### src/rtl/rcw_pkg.sv
// Shared types, constants and helpers for the credit-window controller.
package rcw_pkg;

  localparam int unsigned RESERVED_ENTRIES = 3;
  localparam int unsigned CreditW = 16;
  localparam logic [CreditW-1:0] CREDIT_MAX = '1;
  localparam logic [1:0] ACK_SLOT_MAX = 2'd3;
  localparam logic [CreditW-1:0] RESERVE = CreditW'(RESERVED_ENTRIES);

  typedef logic [CreditW-1:0] credit_t;

  typedef enum logic [1:0] {
    CMD_START     = 2'd0,
    CMD_SEND      = 2'd1,
    CMD_SEND_DONE = 2'd2,
    CMD_RECV_DONE = 2'd3
  } cmd_t;

  typedef enum logic [1:0] {
    CFG_SEND_QUEUE_DEPTH = 2'd0,
    CFG_RECV_QUEUE_DEPTH = 2'd1,
    CFG_PEER_SEND_DEPTH  = 2'd2,
    CFG_PEER_RECV_DEPTH  = 2'd3
  } cfg_idx_t;

  typedef struct packed {
    cmd_t    cmd;
    logic    last_in_batch;
    credit_t done_count;
    logic    has_payload;
    logic    imm_present;
    credit_t imm_credits;
  } rcw_req_t;

  typedef struct packed {
    logic    granted;
    logic    ack_post;
    credit_t credit_value;
    logic    solicited;
    logic    signaled;
    credit_t signal_count;
    logic    wake_writer;
    logic    writable;
  } rcw_rsp_t;

  // Add two credit counts, clamp at the counter maximum.
  function automatic credit_t sat_add(input credit_t a, input credit_t b);
    logic [CreditW:0] s;
    s = {1'b0, a} + {1'b0, b};
    return s[CreditW] ? CREDIT_MAX : s[CreditW-1:0];
  endfunction

  // Smaller of two depths less the reserve, floored at zero.
  function automatic credit_t capacity(input credit_t a, input credit_t b);
    credit_t m;
    m = (a < b) ? a : b;
    return (m > RESERVE) ? (m - RESERVE) : '0;
  endfunction

endpackage

### src/rtl/rcw_if.sv
// Valid/ready channel interfaces for request and response beats.
interface rcw_in_if;
  import rcw_pkg::*;
  logic     valid;
  logic     ready;
  rcw_req_t data;
  modport source (output valid, output data, input ready);
  modport sink   (input valid, input data, output ready);
endinterface

interface rcw_out_if;
  import rcw_pkg::*;
  logic     valid;
  logic     ready;
  rcw_rsp_t data;
  modport source (output valid, output data, input ready);
  modport sink   (input valid, input data, output ready);
endinterface

### src/rtl/rdma_credit_window_control.sv
// Credit-window flow control engine for one reliable RDMA send/receive pair.
//
//   channel  | dir | handshake            | beat contents
//   in_bus   | in  | valid/ready          | cmd, batch flag, done count, recv flags, credits
//   out_bus  | out | valid/ready          | grant, ack post, flags, counts, wake, writable
//   cfg_*    | in  | cfg_we, no back-press| queue depth registers 0..3
//
// One request beat per cycle while in_bus.ready is high; one response beat per request, valid the cycle after it.
// All state updates happen at the request beat; the response lands in an output register.
// in_bus.ready stays high while the output register is empty or being drained,
// so a stalled sink only holds the pipe once a response is waiting.
// Synchronous active-low reset: windows and counters clear, ack slots return to three,
// depth registers return to 128.
module rdma_credit_window_control (
  input  logic                   clk,
  input  logic                   rst_n,
  input  logic                   cfg_we,
  input  rcw_pkg::cfg_idx_t      cfg_idx,
  input  rcw_pkg::credit_t       cfg_wdata,
  rcw_in_if.sink                 in_bus,
  rcw_out_if.source              out_bus
);
  import rcw_pkg::*;

  localparam credit_t DEPTH_RESET = credit_t'(128);

  // Negotiated depths, used only when a start beat latches them.
  credit_t sq_depth_r, rq_depth_r, peer_sq_depth_r, peer_rq_depth_r;

  // Window and batching state.
  credit_t    send_credit_r, send_credit_nxt;
  credit_t    peer_recv_credit_r, peer_recv_credit_nxt;
  logic [1:0] ack_slot_r, ack_slot_nxt;
  credit_t    pending_acks_r, pending_acks_nxt;
  credit_t    unsolicited_r, unsolicited_nxt;
  credit_t    accum_credit_r, accum_credit_nxt;
  credit_t    unsignaled_r, unsignaled_nxt;
  credit_t    local_cap_r, local_cap_nxt;
  credit_t    remote_cap_r, remote_cap_nxt;

  // Output register.
  logic     out_valid_r;
  rcw_rsp_t out_data_r, out_data_nxt;

  logic in_fire;

  assign in_bus.ready  = !out_valid_r || out_bus.ready;
  assign in_fire       = in_bus.valid && in_bus.ready;
  assign out_bus.valid = out_valid_r;
  assign out_bus.data  = out_data_r;

  // Configuration writes: take whenever cfg_we is high.
  always_ff @(posedge clk) begin
    if (!rst_n) begin
      sq_depth_r      <= DEPTH_RESET;
      rq_depth_r      <= DEPTH_RESET;
      peer_sq_depth_r <= DEPTH_RESET;
      peer_rq_depth_r <= DEPTH_RESET;
    end else if (cfg_we) begin
      case (cfg_idx)
        CFG_SEND_QUEUE_DEPTH: sq_depth_r      <= cfg_wdata;
        CFG_RECV_QUEUE_DEPTH: rq_depth_r      <= cfg_wdata;
        CFG_PEER_SEND_DEPTH:  peer_sq_depth_r <= cfg_wdata;
        CFG_PEER_RECV_DEPTH:  peer_rq_depth_r <= cfg_wdata;
        default: ;
      endcase
    end
  end

  // Single-pass update for one request beat.
  always_comb begin
    rcw_req_t   req;
    credit_t    lc_q, lc_e, rc_q, rc_h;
    logic       grant, sol;
    credit_t    unsig_inc;
    logic       ack_path;
    logic [1:0] slot_base;
    credit_t    ack_add, pend_sum;
    logic       ack_fire;
    credit_t    sc_left, prc_left;

    req = in_bus.data;
    lc_q = local_cap_r >> 2;
    lc_e = local_cap_r >> 3;
    rc_q = remote_cap_r >> 2;
    rc_h = remote_cap_r >> 1;

    send_credit_nxt      = send_credit_r;
    peer_recv_credit_nxt = peer_recv_credit_r;
    ack_slot_nxt         = ack_slot_r;
    pending_acks_nxt     = pending_acks_r;
    unsolicited_nxt      = unsolicited_r;
    accum_credit_nxt     = accum_credit_r;
    unsignaled_nxt       = unsignaled_r;
    local_cap_nxt        = local_cap_r;
    remote_cap_nxt       = remote_cap_r;
    out_data_nxt         = '0;

    grant     = (send_credit_r != '0) && (peer_recv_credit_r != '0);
    sol       = 1'b0;
    unsig_inc = sat_add(unsignaled_r, credit_t'(1));
    sc_left   = send_credit_r - credit_t'(1);
    prc_left  = peer_recv_credit_r - credit_t'(1);

    // Shared ack batching for an ack send completion or a payload receive.
    ack_path  = 1'b0;
    slot_base = ack_slot_r;
    ack_add   = credit_t'(1);
    if (req.cmd == CMD_SEND_DONE) begin
      ack_path  = (req.done_count == '0);
      ack_add   = '0;
      slot_base = (ack_slot_r < ACK_SLOT_MAX) ? ack_slot_r + 2'd1 : ack_slot_r;
    end else if (req.cmd == CMD_RECV_DONE) begin
      ack_path = req.has_payload;
    end
    pend_sum = sat_add(pending_acks_r, ack_add);
    ack_fire = (pend_sum > rc_h) && (slot_base != 2'd0);

    case (req.cmd)
      CMD_START: begin
        local_cap_nxt        = capacity(sq_depth_r, peer_rq_depth_r);
        remote_cap_nxt       = capacity(rq_depth_r, peer_sq_depth_r);
        send_credit_nxt      = local_cap_nxt;
        peer_recv_credit_nxt = local_cap_nxt;
        ack_slot_nxt         = ACK_SLOT_MAX;
        pending_acks_nxt     = '0;
      end
      CMD_SEND: begin
        if (grant) begin
          pending_acks_nxt          = '0;
          out_data_nxt.granted      = 1'b1;
          out_data_nxt.credit_value = pending_acks_r;
          sol = (peer_recv_credit_r == credit_t'(1)) || (send_credit_r == credit_t'(1)) ||
                req.last_in_batch || (unsolicited_r > lc_q) || (accum_credit_r > rc_q);
          if (sol) begin
            out_data_nxt.solicited = 1'b1;
            unsolicited_nxt        = '0;
            accum_credit_nxt       = '0;
          end else begin
            unsolicited_nxt  = sat_add(unsolicited_r, credit_t'(1));
            accum_credit_nxt = sat_add(accum_credit_r, pending_acks_r);
          end
          // Request a completion once enough unsignaled sends have piled up.
          if (unsig_inc >= lc_q) begin
            out_data_nxt.signaled     = 1'b1;
            out_data_nxt.signal_count = unsig_inc;
            unsignaled_nxt            = '0;
          end else begin
            unsignaled_nxt = unsig_inc;
          end
          send_credit_nxt      = sc_left;
          peer_recv_credit_nxt = prc_left;
        end
      end
      CMD_SEND_DONE: begin
        if (req.done_count == '0) begin
          ack_slot_nxt = slot_base;
        end else begin
          send_credit_nxt          = sat_add(send_credit_r, req.done_count);
          out_data_nxt.wake_writer = (peer_recv_credit_r >= lc_e);
        end
      end
      CMD_RECV_DONE: begin
        if (req.imm_present && (req.imm_credits != '0)) begin
          peer_recv_credit_nxt     = sat_add(peer_recv_credit_r, req.imm_credits);
          out_data_nxt.wake_writer = (send_credit_r != '0) &&
                                     ((peer_recv_credit_r >= lc_e) || (req.imm_credits >= lc_e));
        end
      end
      default: ;
    endcase

    // Post a standalone ack once pending credits pass half the remote window and an ack slot is free.
    if (ack_path) begin
      pending_acks_nxt = pend_sum;
      if (ack_fire) begin
        pending_acks_nxt = '0;
        if (pend_sum != '0) begin
          out_data_nxt.ack_post     = 1'b1;
          out_data_nxt.credit_value = pend_sum;
          ack_slot_nxt              = slot_base - 2'd1;
        end
      end
    end

    out_data_nxt.writable = (send_credit_nxt != '0) && (peer_recv_credit_nxt != '0);
  end

  always_ff @(posedge clk) begin
    if (!rst_n) begin
      send_credit_r      <= '0;
      peer_recv_credit_r <= '0;
      ack_slot_r         <= ACK_SLOT_MAX;
      pending_acks_r     <= '0;
      unsolicited_r      <= '0;
      accum_credit_r     <= '0;
      unsignaled_r       <= '0;
      local_cap_r        <= '0;
      remote_cap_r       <= '0;
    end else if (in_fire) begin
      send_credit_r      <= send_credit_nxt;
      peer_recv_credit_r <= peer_recv_credit_nxt;
      ack_slot_r         <= ack_slot_nxt;
      pending_acks_r     <= pending_acks_nxt;
      unsolicited_r      <= unsolicited_nxt;
      accum_credit_r     <= accum_credit_nxt;
      unsignaled_r       <= unsignaled_nxt;
      local_cap_r        <= local_cap_nxt;
      remote_cap_r       <= remote_cap_nxt;
    end
  end

  // Output register: load on a request beat, drop when the sink takes it.
  always_ff @(posedge clk) begin
    if (!rst_n) begin
      out_valid_r <= 1'b0;
    end else if (in_fire) begin
      out_valid_r <= 1'b1;
    end else if (out_bus.ready) begin
      out_valid_r <= 1'b0;
    end
  end

  always_ff @(posedge clk) begin
    if (in_fire) begin
      out_data_r <= out_data_nxt;
    end
  end

`ifndef NO_ASSERTIONS
  a_refuse_empty: assert property (@(posedge clk) disable iff (!rst_n)
    in_fire && (in_bus.data.cmd == CMD_SEND) &&
    ((send_credit_r == '0) || (peer_recv_credit_r == '0))
    |=> out_valid_r && !out_data_r.granted)
    else $error("send granted with an empty window");

  a_start_load: assert property (@(posedge clk) disable iff (!rst_n)
    in_fire && (in_bus.data.cmd == CMD_START)
    |=> (send_credit_r == peer_recv_credit_r) && (ack_slot_r == ACK_SLOT_MAX) &&
        (pending_acks_r == '0))
    else $error("start did not load the windows");

  a_grant_take: assert property (@(posedge clk) disable iff (!rst_n)
    in_fire && (in_bus.data.cmd == CMD_SEND) && (send_credit_r != '0) &&
    (peer_recv_credit_r != '0)
    |=> (send_credit_r == $past(send_credit_r) - credit_t'(1)) && (pending_acks_r == '0))
    else $error("granted send did not consume credit");

  a_ack_nonzero: assert property (@(posedge clk) disable iff (!rst_n)
    out_valid_r && out_data_r.ack_post |-> (out_data_r.credit_value != '0) &&
    !out_data_r.granted)
    else $error("ack posted without credits");
`endif

endmodule

### src/flat_wrapper.sv
// flat-port wrapper written by rule: the top's interface ports become plain ports
module rdma_credit_window_control_flat import rcw_pkg::*;
  (clk, rst_n, cfg_we, cfg_idx, cfg_wdata, in_bus_valid, in_bus_data, in_bus_ready, out_bus_valid, out_bus_data, out_bus_ready);
  rcw_in_if in_bus_i ();
  rcw_out_if out_bus_i ();
  input  logic clk;
  input  logic rst_n;
  input  logic cfg_we;
  input  rcw_pkg::cfg_idx_t cfg_idx;
  input  rcw_pkg::credit_t cfg_wdata;
  input wire logic [$bits(in_bus_i.valid)-1:0] in_bus_valid;
  input wire logic [$bits(in_bus_i.data)-1:0] in_bus_data;
  output wire logic [$bits(in_bus_i.ready)-1:0] in_bus_ready;
  output wire logic [$bits(out_bus_i.valid)-1:0] out_bus_valid;
  output wire logic [$bits(out_bus_i.data)-1:0] out_bus_data;
  input wire logic [$bits(out_bus_i.ready)-1:0] out_bus_ready;
  assign in_bus_i.valid = in_bus_valid;
  assign in_bus_i.data = in_bus_data;
  assign in_bus_ready = in_bus_i.ready;
  assign out_bus_valid = out_bus_i.valid;
  assign out_bus_data = out_bus_i.data;
  assign out_bus_i.ready = out_bus_ready;
  rdma_credit_window_control u_core (.clk(clk), .rst_n(rst_n), .cfg_we(cfg_we), .cfg_idx(cfg_idx), .cfg_wdata(cfg_wdata), .in_bus(in_bus_i), .out_bus(out_bus_i));
endmodule
### config.mk
export PLATFORM = sky130hd
export DESIGN_NAME = rdma_credit_window_control_flat
export DESIGN_NICKNAME = d
export VERILOG_FILES = /design/src/rtl/rcw_pkg.sv /design/src/rtl/rcw_if.sv /design/src/rtl/rdma_credit_window_control.sv /design/src/flat_wrapper.sv
export SDC_FILE = /design/constraint.sdc
export NUM_CORES = 1
export LEC_CHECK = 0
export BUFFER_PORTS_ARGS = -buffer_cell sky130_fd_sc_hd__clkbuf_2
export CAP_MARGIN = 20
export CORE_ASPECT_RATIO = 2
export CORE_MARGIN = 10
export CORE_UTILIZATION = 38
export DETAILED_ROUTE_END_ITERATION = 7
export SYNTH_ARGS = -nofsm -noshare
export SYNTH_HDL_FRONTEND = slang
export SYNTH_SLANG_ARGS = --single-unit
### constraint.sdc
create_clock -name clk -period 11.6 [get_ports clk]
set_clock_uncertainty 0.2 [all_clocks]
set_input_delay 1.16 -clock clk [delete_from_list [all_inputs] [get_ports clk]]
set_output_delay 1.16 -clock clk [all_outputs]
set_load 0.03 [all_outputs]
== Yosys cells after proc, flatten, opt, wreduce, memory -nomap -nowiden ==
Cells that the tools add are included.
Operators by class
  order comparisons: 11
  add/subtract/negate cells: 12
  reduce and logical (&&, ||, !) cells: 35
  equal/unequal tests: 9
  muxes and demuxes: 46
Operators with widths (number)
  16-bit two-way mux: 22
  16-bit one-hot mux with 3 select lines: 2
  16-bit nonzero test: 6
  34-bit two-way mux: 2
  16-bit by 16-bit adder with 17-bit output: 3
  16-bit by 1-bit adder with 17-bit output (second input constant): 2
  17-bit two-way mux: 2
  16-bit by 1-bit == test with 1-bit output (second input constant): 2
  16-bit by 13-bit >= comparator with 1-bit output: 2
  16-bit by 14-bit greater-than comparator with 1-bit output: 2
  16-bit by 2-bit greater-than comparator with 1-bit output (second input constant): 2
  16-bit < comparator: 2
  16-bit one-hot mux with 2 select lines: 1
  16-bit by 1-bit subtractor with 16-bit output (second input constant): 2
  16-bit by 2-bit subtractor with 16-bit output (second input constant): 2
  16-bit by 1-bit adder with 17-bit output: 1
  16-bit by 14-bit >= comparator with 1-bit output: 1
  16-bit by 15-bit greater-than comparator with 1-bit output: 1
  16-bit zero test: 1
  2-bit AND reduction: 7
  2-bit two-way mux: 6
  1-bit two-way mux: 9
  3-bit AND reduction: 3
  2-bit == test (second input constant): 4
  13 further kinds: 26
Word-level totals
  input port bits: 60
  output and inout port bits: 40
  word-level logic and storage cells: 135
  bits in registers: 233

== Logic depth before layout (Yosys ltp) ==
  word-level depth: 11
  depth in mapped cells: 24
  mapped depth without buffers: 21

== Worst setup path after synthesis ==
No wires, ideal clock.
  kind: input to register
  from: input in_bus_data[35]
  to: register u_core.out_data_r (netlist bit u_core.out_bus.data[31]) (data pin)
  arrival: 4.870 ns
  setup time: 0.256 ns
  slack: 6.274 ns
  cell stages on the path: 22
  buffers on the path: 5
  cell sequence: clkbuf_1 > nor2_1 > inv_1 > clkbuf_1 > ha_1 > ha_1 > and4_1 > nand2_1 > or3_1 > clkbuf_1 > nand2b_1 > ha_1 > nor2b_1 > o21ai_0 > nand2b_1 > a21oi_1 > o211ai_1 > a21oi_1 > nor3_1 > buf_2 > buf_2 > a22o_1
RTL lines
  start: declaration: RTL line flat_wrapper.sv:12  | input wire logic [$bits(in_bus_i.data)-1:0] in_bus_data;
  end signal: assignment: RTL line rdma_credit_window_control.sv:226  | out_data_r <= out_data_nxt;
  end: declaration: RTL line rdma_credit_window_control.sv:43  | rcw_rsp_t out_data_r, out_data_nxt;

== Worst setup path after layout ==
  from: input in_bus_data[36]
  to: register u_core.ack_slot_r[0]
On the way
  word-level cells in the longest chain between the ends: 8
  elaborated cells on any way between the ends: 19
Ends and longest elaborated chain
  2-bit == test: RTL line rdma_credit_window_control.sv:109, rdma_credit_window_control.sv:119
  1-bit two-way mux: RTL line rdma_credit_window_control.sv:109  | if (req.cmd == CMD_SEND_DONE) begin
  16-bit by 1-bit adder with 17-bit output: RTL line rcw_pkg.sv:49  | s = {1'b0, a} + {1'b0, b};
  16-bit two-way mux: RTL line rcw_pkg.sv:50  | return s[CreditW] ? CREDIT_MAX : s[CreditW-1:0];
  16-bit by 15-bit greater-than comparator with 1-bit output or 16-bit nonzero test (tied branches): RTL line rdma_credit_window_control.sv:117, rdma_credit_window_control.sv:178
  1-bit logical AND or 2-bit two-way mux (tied branches): RTL line rdma_credit_window_control.sv:117, rdma_credit_window_control.sv:178
  2-bit two-way mux: RTL line rdma_credit_window_control.sv:176  | if (ack_fire) begin
  2-bit two-way mux (*): RTL line rdma_credit_window_control.sv:174  | if (ack_path) begin
  end signal: assignment: RTL line rdma_credit_window_control.sv:203  | ack_slot_r <= ack_slot_nxt;
  end: declaration: RTL line rdma_credit_window_control.sv:33  | logic [1:0] ack_slot_r, ack_slot_nxt;
Every way passes the cells marked *; elsewhere a longest branch is shown, timed or not.
A chain may end at the register's enable or synchronous reset.

==> flow_metrics.py <==
metrics = {
    "outcome": {
        "status": "completed",
    },
    "logic_synthesis": {
        "ys_seq_area_frac": 0.292,
        "synth_cells": 2180,
        "synth_edf_count": 38,
        "syn-num-nets": 2416,
        "synth_cell_types": 82,
        "ys.flop_type": "dfxtp_1",
        "synth_seq_cells": 230,
        "synth_area_um2": 17100,
        "syn_area_per_cell_um2": 7.84,
        "async_flop_share": 0,
        "yosys_warnings": 0,
    },
    "finish": {
        "final_area_um2": 18900,
        "final_cells": 2808,
        "mostFrequentLayoutCells": "nand2_1, nor2_1, dfxtp_1",
        "final_common_cell": "nand2_1",
        "layout-drive-gt1-share": 0.0945,
        "final_util": 0.428,
        "fillers": 4452,
        "final_nets": 2473,
        "register_area_um2": 4980,
        "area_delta_synth_final_pct": 10.9,
        "multi_input_area_um2": 11300,
        "num_antenna_cells": 0,
    },
    "power_and_ir_drop": {
        "p_total_mw": 2.30,
        "leakage_nw": 7.88,
        "ir_worst_vdd_mv": 0.0942,
        "power.density_nw_per_um2": 121,
    },
    "critical_path": {
        "endpoint_kind": "flop",
        "cp_slowest_cell": "clkinv_1",
        "cp-start-kind": "primary input",
        "cp_top_family": "simple AND/OR/NAND/NOR gates",
        "required_ps": 11830,
        "critPathKind": "in -> reg",
        "arrival_ps": 6520,
        "cp_num_buf_inv": 6,
        "critPathMaxFanout": 24,
        "critPathMaxStageDelay_ps": 470,
    },
    "placement": {
        "dpl.cell_count": 2766,
        "io_buffers": 99,
        "place_ws_ps": 4780,
        "hpwl_mm": 45.5,
        "gp_congestion": 0.939,
        "dpl-instance-area_um2": 18100,
    },
    "timing": {
        "fin_ws_ps": 5310,
        "setup-tns-final_ps": 0,
        "slew_headroom": 0.180,
        "clock.fmax_ghz": 0.159,
        "final-setup-viol-count": 0,
        "holdWs_ps": 254,
        "worstMarginPinSlew_ps": 1220,
        "fin_crit_sh": 0.542,
        "drv_slew": 0,
        "final_hold_viol_count": 0,
        "rsz0062_at_grt": "false",
        "fin_crit_ps": 6290,
    },
    "grt": {
        "grt-ovfl-total": 0,
        "grt_pass1_vias": 16488,
        "grt_max_degree": 79,
        "antenna_found_initial": 1,
        "grt_pass1_wl_mm": 91.6,
        "grt_use_total": 0.209,
    },
    "cts": {
        "cts_setup_buffers": 0,
        "cts.htree.levels": 1,
        "hold_buffers": 0,
        "root_buffer": "clkbuf_16",
        "cts_made_buffers": 24,
        "cts_tree": "done",
        "clock_latency_ps": 560,
        "clk_pin_slew_ps": 70,
        "cts.sinks": 230,
        "cts_resized": 0,
        "cts.path.max_buffers": 3,
    },
    "routing": {
        "ant_nets": 0,
        "num_vias": 16591,
        "wl_per_cell_um": 20.9,
        "drtIter0Drc": 1284,
        "wl_mm": 58.8,
        "dr.pass1.iters": 5,
        "drcViolationCount": 0,
        "viasPerCell": 5.91,
    },
    "die": {
        "ios": 100,
        "core_um2": 44300,
        "start_util": 0.385,
        "die-width_um": 170,
        "die_area_um2": 54400,
        "die_h_um": 320,
        "rows": 109,
    },
    "run": {
        "cap_violations": 0,
    },
    "worst_hold_path": {
        "holdCritPathClass": "reg -> reg",
    },
}
power by group:
group          switching, mW  internal, mW
clock network          0.356         0.467
logic                  0.378         0.216
registers             0.0432         0.842
total                  0.777          1.52
worst reg2reg max path, delay by kind of cell, from the launching register on:
family	cells	cell delay [ps]
and+or+nand+nor	6	1700
adders and majority gates	2	550
AOI/OAI and AO/OA	7	1440
DFF	1	430
buffers and inverters	2	450
muxes	2	670
xor gates and xnor gates	1	100
per-layer routing:
layer | global-route usage | up-vias | part of all wire
li1 | - | 8083 | -
met1 | 0.223 | 7783 | 0.38
met2 | 0.386 | 534 | 0.51
met3 | 0.0210 | 191 | 0.044
met4 | 0.125 | 0 | 0.064
met5 | 0 | - | 0
cells in the mapped netlist (all sizes together), types with 15 or more instances:
master / number / area, um2
nor2b: 22 / 138
a31oi: 15 / 93.8
or3: 23 / 144
nor2: 202 / 761
clkbuf: 84 / 315
and3: 27 / 169
a22oi: 31 / 233
dfxtp: 192 / 3840
nand2b: 21 / 131
edfxtp: 38 / 1140
a211oi: 34 / 255
nor4: 41 / 293
xor2: 38 / 333
nand4: 37 / 231
a21o: 41 / 308
o211ai: 17 / 128
ha: 173 / 2160
o21a: 21 / 158
xnor2: 59 / 517
a21oi: 169 / 846
mux2i: 22 / 220
nor3: 64 / 320
inv: 110 / 413
nand2: 279 / 1050
nand3: 60 / 305
o21ai: 136 / 681
a22o: 35 / 307
final cells by class:
cell class	instances	share of cell area
clock buffer	29	0.0343
clock inverter	13	0.00839
inverter	114	0.0228
multi-input combinational	1742	0.598
sequential	230	0.263
tap	555	0.0366
timing repair buffer	125	0.0366
final timing paths:
check / startpoint / endpoint / slack [ps] / cells past startpoint
max reg2reg: u_core.peer_rq_depth_r[5]$_SDFFE_PN0P_ / u_core.out_bus.data[0]$_DFFE_PP_ / 5770 / 20
max: in_bus_data[36] / u_core.ack_slot_r[0]$_SDFFE_PN1P_ / 5310 / 25
min reg2reg: u_core.remote_cap_r[15]$_SDFFE_PN0P_ / u_core.remote_cap_r[15]$_SDFFE_PN0P_ / 250 / 2
min: u_core.remote_cap_r[15]$_SDFFE_PN0P_ / u_core.remote_cap_r[15]$_SDFFE_PN0P_ / 250 / 2
flip-flops by register name, indices dropped and copies added (netlist names):
register / cells
u_core.send_credit_r: 16
u_core.peer_sq_depth_r: 16
u_core.rq_depth_r: 16
u_core.ack_slot_r: 2
u_core.accum_credit_r: 16
u_core.remote_cap_r: 15
u_core.local_cap_r: 14
u_core.peer_recv_credit_r: 16
u_core.unsolicited_r: 16
u_core.peer_rq_depth_r: 16
u_core.out_bus.data: 38
u_core.sq_depth_r: 16
u_core.pending_acks_r: 16
u_core.out_bus.valid: 1
u_core.unsignaled_r: 16
logic make-up after synthesis:
kind of cell | Yosys count | synth area share
AOI/OAI and AO/OA | 600 | 0.228
xor gates and xnor gates | 97 | 0.0497
adders and majority gates | 176 | 0.130
buffers and inverters | 208 | 0.0461
DFF | 230 | 0.292
muxes | 31 | 0.0188
and+or+nand+nor | 838 | 0.235
Note: power is estimated with default switching activity, not from simulation.
